<file path="config.mk">
export PLATFORM = sky130hd
export DESIGN_NAME = diff_drive_odometry_flat
export DESIGN_NICKNAME = d
export VERILOG_FILES = /design/src/design/ddo_pkg.sv /design/src/design/ddo_if.sv /design/src/design/diff_drive_odometry.sv /design/src/flat_wrapper.sv
export SDC_FILE = /design/constraint.sdc
export NUM_CORES = 2
export LEC_CHECK = 0
export BUFFER_PORTS_ARGS = -buffer_cell sky130_fd_sc_hd__buf_4
export CAP_MARGIN = 20
export CORE_ASPECT_RATIO = 1.75
export CORE_MARGIN = 1
export CORE_UTILIZATION = 55
export DETAILED_ROUTE_END_ITERATION = 10
export PLACE_DENSITY_LB_ADDON = 0.15
export SKIP_LAST_GASP = 1
export SLEW_MARGIN = 25
export SYNTH_ARGS = -nofsm -noshare
export SYNTH_HDL_FRONTEND = slang
export SYNTH_SLANG_ARGS = --single-unit
</file>
<file path="constraint.sdc">
create_clock -name clk_i -period 37.5 [get_ports clk_i]
set_input_delay 7.5 -clock clk_i [delete_from_list [all_inputs] [get_ports clk_i]]
set_output_delay 7.5 -clock clk_i [all_outputs]
set_load 0.1 [all_outputs]
</file>
<file path="src/design/ddo_pkg.sv">
`default_nettype none
// ----------------------------------------------------------------------------
// ddo_pkg
// Shared types, register indexes, reset values and the arctangent table of the
// differential-drive odometry block.
// ----------------------------------------------------------------------------
package ddo_pkg;

  // configuration port
  localparam int unsigned CfgIdxW  = 2;
  localparam int unsigned CfgDataW = 26;

  localparam logic [CfgIdxW-1:0] CfgMmPerTick  = 2'd0;
  localparam logic [CfgIdxW-1:0] CfgAnglePerMm = 2'd1;

  localparam logic [23:0] MmPerTickReset  = 24'd422070;
  localparam logic [25:0] AnglePerMmReset = 26'd13145487;

  // cordic start vector, q1.30
  localparam logic signed [33:0] CordicKinv = 34'sd652032874;

  // sequencer states
  typedef enum logic [8:0] {
    StIdle   = 9'b000000001,
    StMulL   = 9'b000000010,
    StMulR   = 9'b000000100,
    StTurn   = 9'b000001000,
    StPrep   = 9'b000010000,
    StCordic = 9'b000100000,
    StMulX   = 9'b001000000,
    StMulY   = 9'b010000000,
    StOut    = 9'b100000000
  } state_e;

  // arctangent of 2^-i as a binary angle, rounded to nearest
  function automatic logic [31:0] atan_lut(input logic [4:0] idx);
    logic [31:0] v;
    case (idx)
      5'd0:    v = 32'd536870912;
      5'd1:    v = 32'd316933406;
      5'd2:    v = 32'd167458907;
      5'd3:    v = 32'd85004756;
      5'd4:    v = 32'd42667331;
      5'd5:    v = 32'd21354465;
      5'd6:    v = 32'd10679838;
      5'd7:    v = 32'd5340245;
      5'd8:    v = 32'd2670163;
      5'd9:    v = 32'd1335087;
      5'd10:   v = 32'd667544;
      5'd11:   v = 32'd333772;
      5'd12:   v = 32'd166886;
      5'd13:   v = 32'd83443;
      5'd14:   v = 32'd41722;
      5'd15:   v = 32'd20861;
      5'd16:   v = 32'd10430;
      5'd17:   v = 32'd5215;
      5'd18:   v = 32'd2608;
      5'd19:   v = 32'd1304;
      5'd20:   v = 32'd652;
      5'd21:   v = 32'd326;
      5'd22:   v = 32'd163;
      5'd23:   v = 32'd81;
      5'd24:   v = 32'd41;
      5'd25:   v = 32'd20;
      5'd26:   v = 32'd10;
      5'd27:   v = 32'd5;
      5'd28:   v = 32'd3;
      5'd29:   v = 32'd1;
      5'd30:   v = 32'd1;
      default: v = 32'd0;
    endcase
    return v;
  endfunction

  // clamp a 49-bit sum to the signed 48-bit range
  function automatic logic [47:0] sat48(input logic [48:0] v);
    logic [47:0] r;
    if (v[48] == v[47]) begin
      r = v[47:0];
    end else if (v[48]) begin
      r = {1'b1, 47'd0};
    end else begin
      r = {1'b0, {47{1'b1}}};
    end
    return r;
  endfunction

endpackage
`default_nettype wire

</file>
<file path="src/design/ddo_if.sv">
`default_nettype none
// ----------------------------------------------------------------------------
// ddo_if
// Valid/ready channels of the odometry block: wheel tick items in, pose
// items out.
// ----------------------------------------------------------------------------
interface ddo_in_if;
  logic               valid;
  logic               ready;
  logic signed [15:0] left_ticks;
  logic signed [15:0] right_ticks;

  modport source (output valid, output left_ticks, output right_ticks, input ready);
  modport sink   (input valid, input left_ticks, input right_ticks, output ready);
endinterface

interface ddo_out_if;
  logic               valid;
  logic               ready;
  logic signed [47:0] x_out;
  logic signed [47:0] y_out;
  logic        [31:0] heading_out;

  modport source (output valid, output x_out, output y_out, output heading_out,
                  input ready);
  modport sink   (input valid, input x_out, input y_out, input heading_out,
                  output ready);
endinterface
`default_nettype wire

</file>
<file path="src/design/diff_drive_odometry.sv">
`default_nettype none
// ----------------------------------------------------------------------------
// diff_drive_odometry
// Dead-reckoning pose tracker for a two-wheel robot, midpoint heading rule.
//
// in_i carries signed left/right encoder tick deltas; out_o returns the new
// X and Y (signed Q32.16 mm, saturating) and heading (2^32 = one turn).
// cfg_we_i/cfg_idx_i/cfg_data_i write mm_per_tick (index 0) and
// angle_per_mm (index 1); other indexes are ignored.
// One item at a time: after accept, in_i.ready stays low while a single
// shared 34x17 multiplier and one shift-add cordic datapath are sequenced:
// left and right wheel scaling, the turn product, the angle setup, the
// cordic iterations, then the X and Y products.
// The result is loaded into the output register as the sequencer returns
// to idle, and in_i.ready rises with it.
// A new item may be taken while the previous result still waits; if the
// receiver stalls, the next result waits in its last state until the output
// register frees up.
// Reset clears pose and heading to zero and loads the default registers.
// ----------------------------------------------------------------------------
module diff_drive_odometry #(
  parameter int unsigned CORDIC_STEPS = 24
) (
  input  wire                               clk_i,
  input  wire                               rst_ni,
  input  wire                               cfg_we_i,
  input  wire  [ddo_pkg::CfgIdxW-1:0]       cfg_idx_i,
  input  wire  [ddo_pkg::CfgDataW-1:0]      cfg_data_i,
  ddo_in_if.sink                            in_i,
  ddo_out_if.source                         out_o
);

  localparam logic [4:0] LastStep = 5'(CORDIC_STEPS - 1);

  ddo_pkg::state_e state_q, state_d;

  logic [23:0] mpt_q;
  logic [25:0] apm_q;

  logic signed [15:0] lt_q, rt_q;
  logic signed [39:0] dl_q, ds_q;
  logic signed [40:0] diff_q;
  logic        [31:0] turn_q, half_q;
  logic signed [71:0] acc_q, acc_d;
  logic        [1:0]  dig_q;
  logic signed [33:0] cx_q, cy_q, cz_q;
  logic               flip_q;
  logic        [4:0]  step_q;

  logic signed [47:0] xpos_q, ypos_q;
  logic        [31:0] head_q;

  logic               ov_q;
  logic signed [47:0] xo_q, yo_q;
  logic        [31:0] ho_q;

  // shared multiplier
  logic signed [33:0] mul_a;
  logic signed [16:0] mul_b;
  logic signed [50:0] mul_p;
  logic signed [40:0] opd;
  logic signed [33:0] cos_v, sin_v;

  // helper values
  logic signed [39:0] dr_v;
  logic signed [40:0] sum41;
  logic        [31:0] ang_v, ang_r;
  logic signed [31:0] ang_s;
  logic               big_v;
  logic signed [33:0] xs_v, ys_v, at_v;
  logic        [41:0] dp_v;
  logic        [48:0] psum_v;
  logic               load_out;

  assign in_i.ready        = (state_q == ddo_pkg::StIdle);
  assign out_o.valid       = ov_q;
  assign out_o.x_out       = xo_q;
  assign out_o.y_out       = yo_q;
  assign out_o.heading_out = ho_q;

  assign cos_v = flip_q ? -cx_q : cx_q;
  assign sin_v = flip_q ? -cy_q : cy_q;

  always_comb begin
    opd = (state_q == ddo_pkg::StTurn) ? diff_q : {ds_q[39], ds_q};
    case (dig_q)
      2'd2:    mul_b = {{8{opd[40]}}, opd[40:32]};
      2'd1:    mul_b = {1'b0, opd[31:16]};
      default: mul_b = {1'b0, opd[15:0]};
    endcase
    unique case (state_q)
      ddo_pkg::StMulL: begin
        mul_a = {10'd0, mpt_q};
        mul_b = {lt_q[15], lt_q};
      end
      ddo_pkg::StMulR: begin
        mul_a = {10'd0, mpt_q};
        mul_b = {rt_q[15], rt_q};
      end
      ddo_pkg::StTurn: mul_a = {8'd0, apm_q};
      ddo_pkg::StMulX: mul_a = cos_v;
      ddo_pkg::StMulY: mul_a = sin_v;
      default:         mul_a = '0;
    endcase
  end

  assign mul_p = mul_a * mul_b;

  always_comb begin
    if (dig_q == 2'd2) begin
      acc_d = {{21{mul_p[50]}}, mul_p};
    end else begin
      acc_d = (acc_q <<< 16) + {{21{mul_p[50]}}, mul_p};
    end
  end

  assign dr_v  = mul_p[39:0];
  assign sum41 = {dl_q[39], dl_q} + {dr_v[39], dr_v};

  // midpoint angle folded into the right half-plane
  assign ang_v = head_q + half_q;
  assign ang_r = {~ang_v[31], ang_v[30:0]};
  assign ang_s = ang_v;
  assign big_v = (ang_s > 32'sh4000_0000) || (ang_s < -32'sh4000_0000);

  assign xs_v = cx_q >>> step_q;
  assign ys_v = cy_q >>> step_q;
  assign at_v = {2'd0, ddo_pkg::atan_lut(step_q)};

  assign dp_v   = acc_d[71:30];
  assign psum_v = (state_q == ddo_pkg::StMulX)
                ? ({xpos_q[47], xpos_q} + {{7{dp_v[41]}}, dp_v})
                : ({ypos_q[47], ypos_q} + {{7{dp_v[41]}}, dp_v});

  assign load_out = (state_q == ddo_pkg::StOut) && (!ov_q || out_o.ready);

  always_comb begin
    state_d = state_q;
    unique case (state_q)
      ddo_pkg::StIdle:   if (in_i.valid) state_d = ddo_pkg::StMulL;
      ddo_pkg::StMulL:   state_d = ddo_pkg::StMulR;
      ddo_pkg::StMulR:   state_d = ddo_pkg::StTurn;
      ddo_pkg::StTurn:   if (dig_q == 2'd0) state_d = ddo_pkg::StPrep;
      ddo_pkg::StPrep:   state_d = ddo_pkg::StCordic;
      ddo_pkg::StCordic: if (step_q == LastStep) state_d = ddo_pkg::StMulX;
      ddo_pkg::StMulX:   if (dig_q == 2'd0) state_d = ddo_pkg::StMulY;
      ddo_pkg::StMulY:   if (dig_q == 2'd0) state_d = ddo_pkg::StOut;
      ddo_pkg::StOut:    if (load_out) state_d = ddo_pkg::StIdle;
      default:           state_d = ddo_pkg::StIdle;
    endcase
  end

  // control, configuration and pose state
  always_ff @(posedge clk_i or negedge rst_ni) begin
    if (!rst_ni) begin
      state_q <= ddo_pkg::StIdle;
      mpt_q   <= ddo_pkg::MmPerTickReset;
      apm_q   <= ddo_pkg::AnglePerMmReset;
      xpos_q  <= '0;
      ypos_q  <= '0;
      head_q  <= '0;
      ov_q    <= 1'b0;
      dig_q   <= 2'd2;
      step_q  <= '0;
    end else begin
      state_q <= state_d;
      if (cfg_we_i) begin
        unique case (cfg_idx_i)
          ddo_pkg::CfgMmPerTick:  mpt_q <= cfg_data_i[23:0];
          ddo_pkg::CfgAnglePerMm: apm_q <= cfg_data_i;
          default: ;
        endcase
      end
      if (state_q == ddo_pkg::StTurn || state_q == ddo_pkg::StMulX ||
          state_q == ddo_pkg::StMulY) begin
        dig_q <= (dig_q == 2'd0) ? 2'd2 : dig_q - 2'd1;
      end
      if (state_q == ddo_pkg::StPrep) begin
        step_q <= '0;
      end else if (state_q == ddo_pkg::StCordic) begin
        step_q <= step_q + 5'd1;
      end
      if (state_q == ddo_pkg::StMulX && dig_q == 2'd0) begin
        xpos_q <= ddo_pkg::sat48(psum_v);
      end
      if (state_q == ddo_pkg::StMulY && dig_q == 2'd0) begin
        ypos_q <= ddo_pkg::sat48(psum_v);
        head_q <= head_q + turn_q;
      end
      if (load_out) begin
        ov_q <= 1'b1;
      end else if (out_o.ready) begin
        ov_q <= 1'b0;
      end
    end
  end

  // datapath
  always_ff @(posedge clk_i) begin
    if (in_i.valid && in_i.ready) begin
      lt_q <= in_i.left_ticks;
      rt_q <= in_i.right_ticks;
    end
    if (state_q == ddo_pkg::StMulL) begin
      dl_q <= mul_p[39:0];
    end
    if (state_q == ddo_pkg::StMulR) begin
      ds_q   <= sum41[40:1];
      diff_q <= {dr_v[39], dr_v} - {dl_q[39], dl_q};
    end
    if (state_q == ddo_pkg::StTurn || state_q == ddo_pkg::StMulX ||
        state_q == ddo_pkg::StMulY) begin
      acc_q <= acc_d;
    end
    if (state_q == ddo_pkg::StTurn && dig_q == 2'd0) begin
      turn_q <= acc_d[47:16];
      half_q <= acc_d[48:17];
    end
    if (state_q == ddo_pkg::StPrep) begin
      cx_q   <= ddo_pkg::CordicKinv;
      cy_q   <= '0;
      cz_q   <= big_v ? {{2{ang_r[31]}}, ang_r} : {{2{ang_v[31]}}, ang_v};
      flip_q <= big_v;
    end else if (state_q == ddo_pkg::StCordic) begin
      if (!cz_q[33]) begin
        cx_q <= cx_q - ys_v;
        cy_q <= cy_q + xs_v;
        cz_q <= cz_q - at_v;
      end else begin
        cx_q <= cx_q + ys_v;
        cy_q <= cy_q - xs_v;
        cz_q <= cz_q + at_v;
      end
    end
    if (load_out) begin
      xo_q <= xpos_q;
      yo_q <= ypos_q;
      ho_q <= head_q;
    end
  end

endmodule
`default_nettype wire

</file>
<file path="src/flat_wrapper.sv">
// flat-port wrapper written by rule: the top's interface ports become plain ports
module diff_drive_odometry_flat 
#(
  parameter int unsigned CORDIC_STEPS = 24
)
  (clk_i, rst_ni, cfg_we_i, cfg_idx_i, cfg_data_i, in_i_valid, in_i_left_ticks, in_i_right_ticks, in_i_ready, out_o_valid, out_o_x_out, out_o_y_out, out_o_heading_out, out_o_ready);
  ddo_in_if in_i_i ();
  ddo_out_if out_o_i ();
  input  wire clk_i;
  input  wire rst_ni;
  input  wire cfg_we_i;
  input  wire  [ddo_pkg::CfgIdxW-1:0] cfg_idx_i;
  input  wire  [ddo_pkg::CfgDataW-1:0] cfg_data_i;
  input wire logic [$bits(in_i_i.valid)-1:0] in_i_valid;
  input wire logic [$bits(in_i_i.left_ticks)-1:0] in_i_left_ticks;
  input wire logic [$bits(in_i_i.right_ticks)-1:0] in_i_right_ticks;
  output wire logic [$bits(in_i_i.ready)-1:0] in_i_ready;
  output wire logic [$bits(out_o_i.valid)-1:0] out_o_valid;
  output wire logic [$bits(out_o_i.x_out)-1:0] out_o_x_out;
  output wire logic [$bits(out_o_i.y_out)-1:0] out_o_y_out;
  output wire logic [$bits(out_o_i.heading_out)-1:0] out_o_heading_out;
  input wire logic [$bits(out_o_i.ready)-1:0] out_o_ready;
  assign in_i_i.valid = in_i_valid;
  assign in_i_i.left_ticks = in_i_left_ticks;
  assign in_i_i.right_ticks = in_i_right_ticks;
  assign in_i_ready = in_i_i.ready;
  assign out_o_valid = out_o_i.valid;
  assign out_o_x_out = out_o_i.x_out;
  assign out_o_y_out = out_o_i.y_out;
  assign out_o_heading_out = out_o_i.heading_out;
  assign out_o_i.ready = out_o_ready;
  diff_drive_odometry #(.CORDIC_STEPS(CORDIC_STEPS)) u_core (.clk_i(clk_i), .rst_ni(rst_ni), .cfg_we_i(cfg_we_i), .cfg_idx_i(cfg_idx_i), .cfg_data_i(cfg_data_i), .in_i(in_i_i), .out_o(out_o_i));
endmodule
</file>
==> results.md <==
- Kind of critical path: reg -> reg
- Placed cell count: 9268
- Initial Utilization: 55.4%
- Hold WC Path Type: reg -> reg
- Measured slew at the worst slew-check pin: 1.18 ns
- Clk_skew: 0.0577 ns
- Vias in the first global route: 61300
- Tcrit/Tclk final: 48.6%
- #FFs+latches synth: 668
- Most frequent cell after synthesis: nand2_1
- Mapped Nets: 8733
- Maximum clock path buffer count: 3
- Post-Syn Instances: 7629
- Number of enable flip-flop cells after synthesis: 405
- CP max-delay cell: a211oi_2
- Yosys top cell by area: edfxtp_1
- Post-Syn Area: 69500 sq um
- Area contributors post-synth: edfxtp_1 (18%), fa_1 (16%), ha_1 (8.6%)
- Worst path max stage delay: 0.88 ns
- P&R area growth vs syn: 9.05%
- Drt drc: 0
- Detailed Route WL: 267000 um
- Kind of end point of the critical path: register
- Min-delay src: u_core.xpos_q[11]$_DFFE_PN0P_
- Post-CTS Resized: 0
- Dpl hpwl: 211000 um
- Insertion delay to the later sink of the worst-skew pair: 0.72 ns
- # rows: 172
- RSZ-0062 raised after global routing: false
- Largest net degree at the start of global routing: 83
- 1st-iter DRT viols: 4848
- H-tree levels: 3
- Final Hold Fails: 0
- Reg clk slew, reported paths: 0.06 ns
- Max-slew violations: 0
- Syn. warnings: 0
- Antenna Nets Post-Route: 0
- Die Y: 472 um
- Crit path from: u_core.state_q[8]$_DFFE_PN0P_
- Max Fclk: 0.0548 GHz
- Hold_buf cts: 0
- Post-route minimum period: 18.24 ns
- Final setup violation count: 0
- Total clock sinks: 668
- Core area: 125000 sq um
- Fin util: 60.4%
- Synth cell count leaders: nand2_1 (809), inv_1 (765), nor2_1 (745)
- Startpoint Class: register
- WL per Instance: 28.3 um
- Via count: 60000
- Critical path data arrival time: 18.82 ns
- I/O Pins: 195
- Avg Cell Area, Syn: 9.11 sq um
- Count of different cell masters after synthesis: 103
- Die ar.: 128000 sq um
- Die width: 271 um
- TritonCTS Buffers: 72
- Non-Filler Instances: 9424
- GRT Residual Overflow: 0
- Rel. slew slack: 20.9%
- CP Data Required Time: 38.09 ns
- Layout cell share with drive strength beyond 1: 10.4%
- Top_reg_cell synth: edfxtp_1
- Outcome: finished, final reports clean
- Pre-Repair DR Iteration Count: 9
- First-pass GRT wire length: 392000 um
- CTS root buf: clkbuf_16
- Number of post-CTS setup repair buffers: 0
- Critical Path Fanout Max: 34
- Register area share after synthesis: 26.5%
- Port Buf Inserts: 194
- WHS: 0.464 ns
- Fraction of registers with async set or reset after synthesis: 29.2%
- Vias per cell: 6.37
- Setup_tns: 0 ns
- Global Route Usage Sum: 42.0%
- Reg-to-Reg Start: u_core.state_q[8]$_DFFE_PN0P_
- Initial antenna violation count: 13
- Max-capacitance violation count: 0
- CTS tree: built
- Top cell type's share of synthesized area: 17.5%
- Net count reported at finish: 8798
- Gpl congestion: 1.11
## state kept, by name (all words and copies together) (netlist names), 26 cells and up
name,flops
u_core.acc_q,56
u_core.apm_q,26
u_core.cx_q,34
u_core.cy_q,34
u_core.cz_q,34
u_core.diff_q,41
u_core.dl_q,40
u_core.ds_q,40
u_core.half_q,32
u_core.head_q,32
u_core.out_o.heading_out,32
u_core.out_o.x_out,48
u_core.out_o.y_out,48
u_core.xpos_q,48
u_core.ypos_q,48
## critical path: cells and delay by family (launching register included)
kind	cells	cell delay, ns
buf+inv	8	1.18
fa+ha+maj	9	4.19
compound gates	20	5.99
simple gates	16	4.91
mux	1	0.14
xor+xnor	2	1.17
flops	1	0.45
## path summary, 6_finish.rpt
| check | end | slack (ns) | cells past startpoint |
|---|---|---|---|
| setup reg to reg | u_core.ypos_q[8]$_DFFE_PN0P_ | 19.26 | 56 |
| hold reg to reg | u_core.out_o.x_out[11]$_DFFE_PP_ | 0.46 | 0 |
| max in group asynchronous | u_core.step_q[1]$_DFFE_PN0P_ | 29.16 | 2 |
| min in group asynchronous | u_core.apm_q[17]$_DFFE_PN0P_ | 6.83 | 1 |
| hold / removal | u_core.out_o.x_out[11]$_DFFE_PP_ | 0.46 | 0 |
| setup / recovery | u_core.ypos_q[8]$_DFFE_PN0P_ | 19.26 | 56 |
## final cells by class
class | count | area [sq um]
clock inverter | 51 | 622
multi-input combinational | 5827 | 47100
tap | 1653 | 2070
inverter | 768 | 2880
timing repair buffer | 357 | 2700
clock buffer | 83 | 1890
antenna | 17 | 42.5
sequential | 668 | 18400
fill | 11100 | 49700
## metal layers
metal / wire length [um] / up-vias / part of all wire, % / track usage (%)
met5: 10 / - / 0.0037 / 0
met2: 133000 / 2860 / 50 / 72.5
met1: 84000 / 29400 / 31 / 40.4
li1: - / 26400 / - / -
met4: 33100 / 2 / 12 / 43.1
met3: 17400 / 1263 / 6.5 / 8.90
## kinds of logic (layout without fill, tap and decap cells)
| kind of cell | Yosys count | after routing | share of synthesized area, % |
|---|---|---|---|
| simple gates | 2262 | 2262 | 14.8 |
| compound gates | 1776 | 1776 | 16.5 |
| buf+inv | 1134 | 1259 | 6.27 |
| fa+ha+maj | 1051 | 1051 | 24.9 |
| flops | 668 | 668 | 26.5 |
| xor+xnor | 513 | 513 | 6.47 |
| mux | 225 | 225 | 4.53 |
| other cells | 0 | 17 | 0 |
## placed cells by master (no fill, tap or decap), drive strengths merged, types with 41 or more instances in the layout
cell and count:
mux4 61, o21bai 80, mux2 99, xnor2 277
inv 779, nand2b 117, a21o 180, nand4 42
a211oi 62, a21oi 458, o31ai 46, nor2 748
nand3 103, nand2 809, mux2i 65, dfrtp 171
buf 356, and2 51, ha 478, xor2 236
nor3 92, and3 41, edfxtp 405, nor2b 78
clkbuf 84, fa 561, o21ai 435, o21a 68
a31oi 65, a221oi 46, or3 51, dfxtp 68
## per-stage QoR
stage / worst slack (ns) / instance area (sq um)
after global placement: 19.61 / 73000
after global routing: 18.29 / 75700
after detailed placement: 19.45 / 73000
final: 19.26 / 75800
after CTS: 19.38 / 75600
after floorplan: 20.70 / 69500
Power is left out: the tool's default activity adds up to more than one toggle a clock period on the data nets, which glitch-free logic cannot reach.
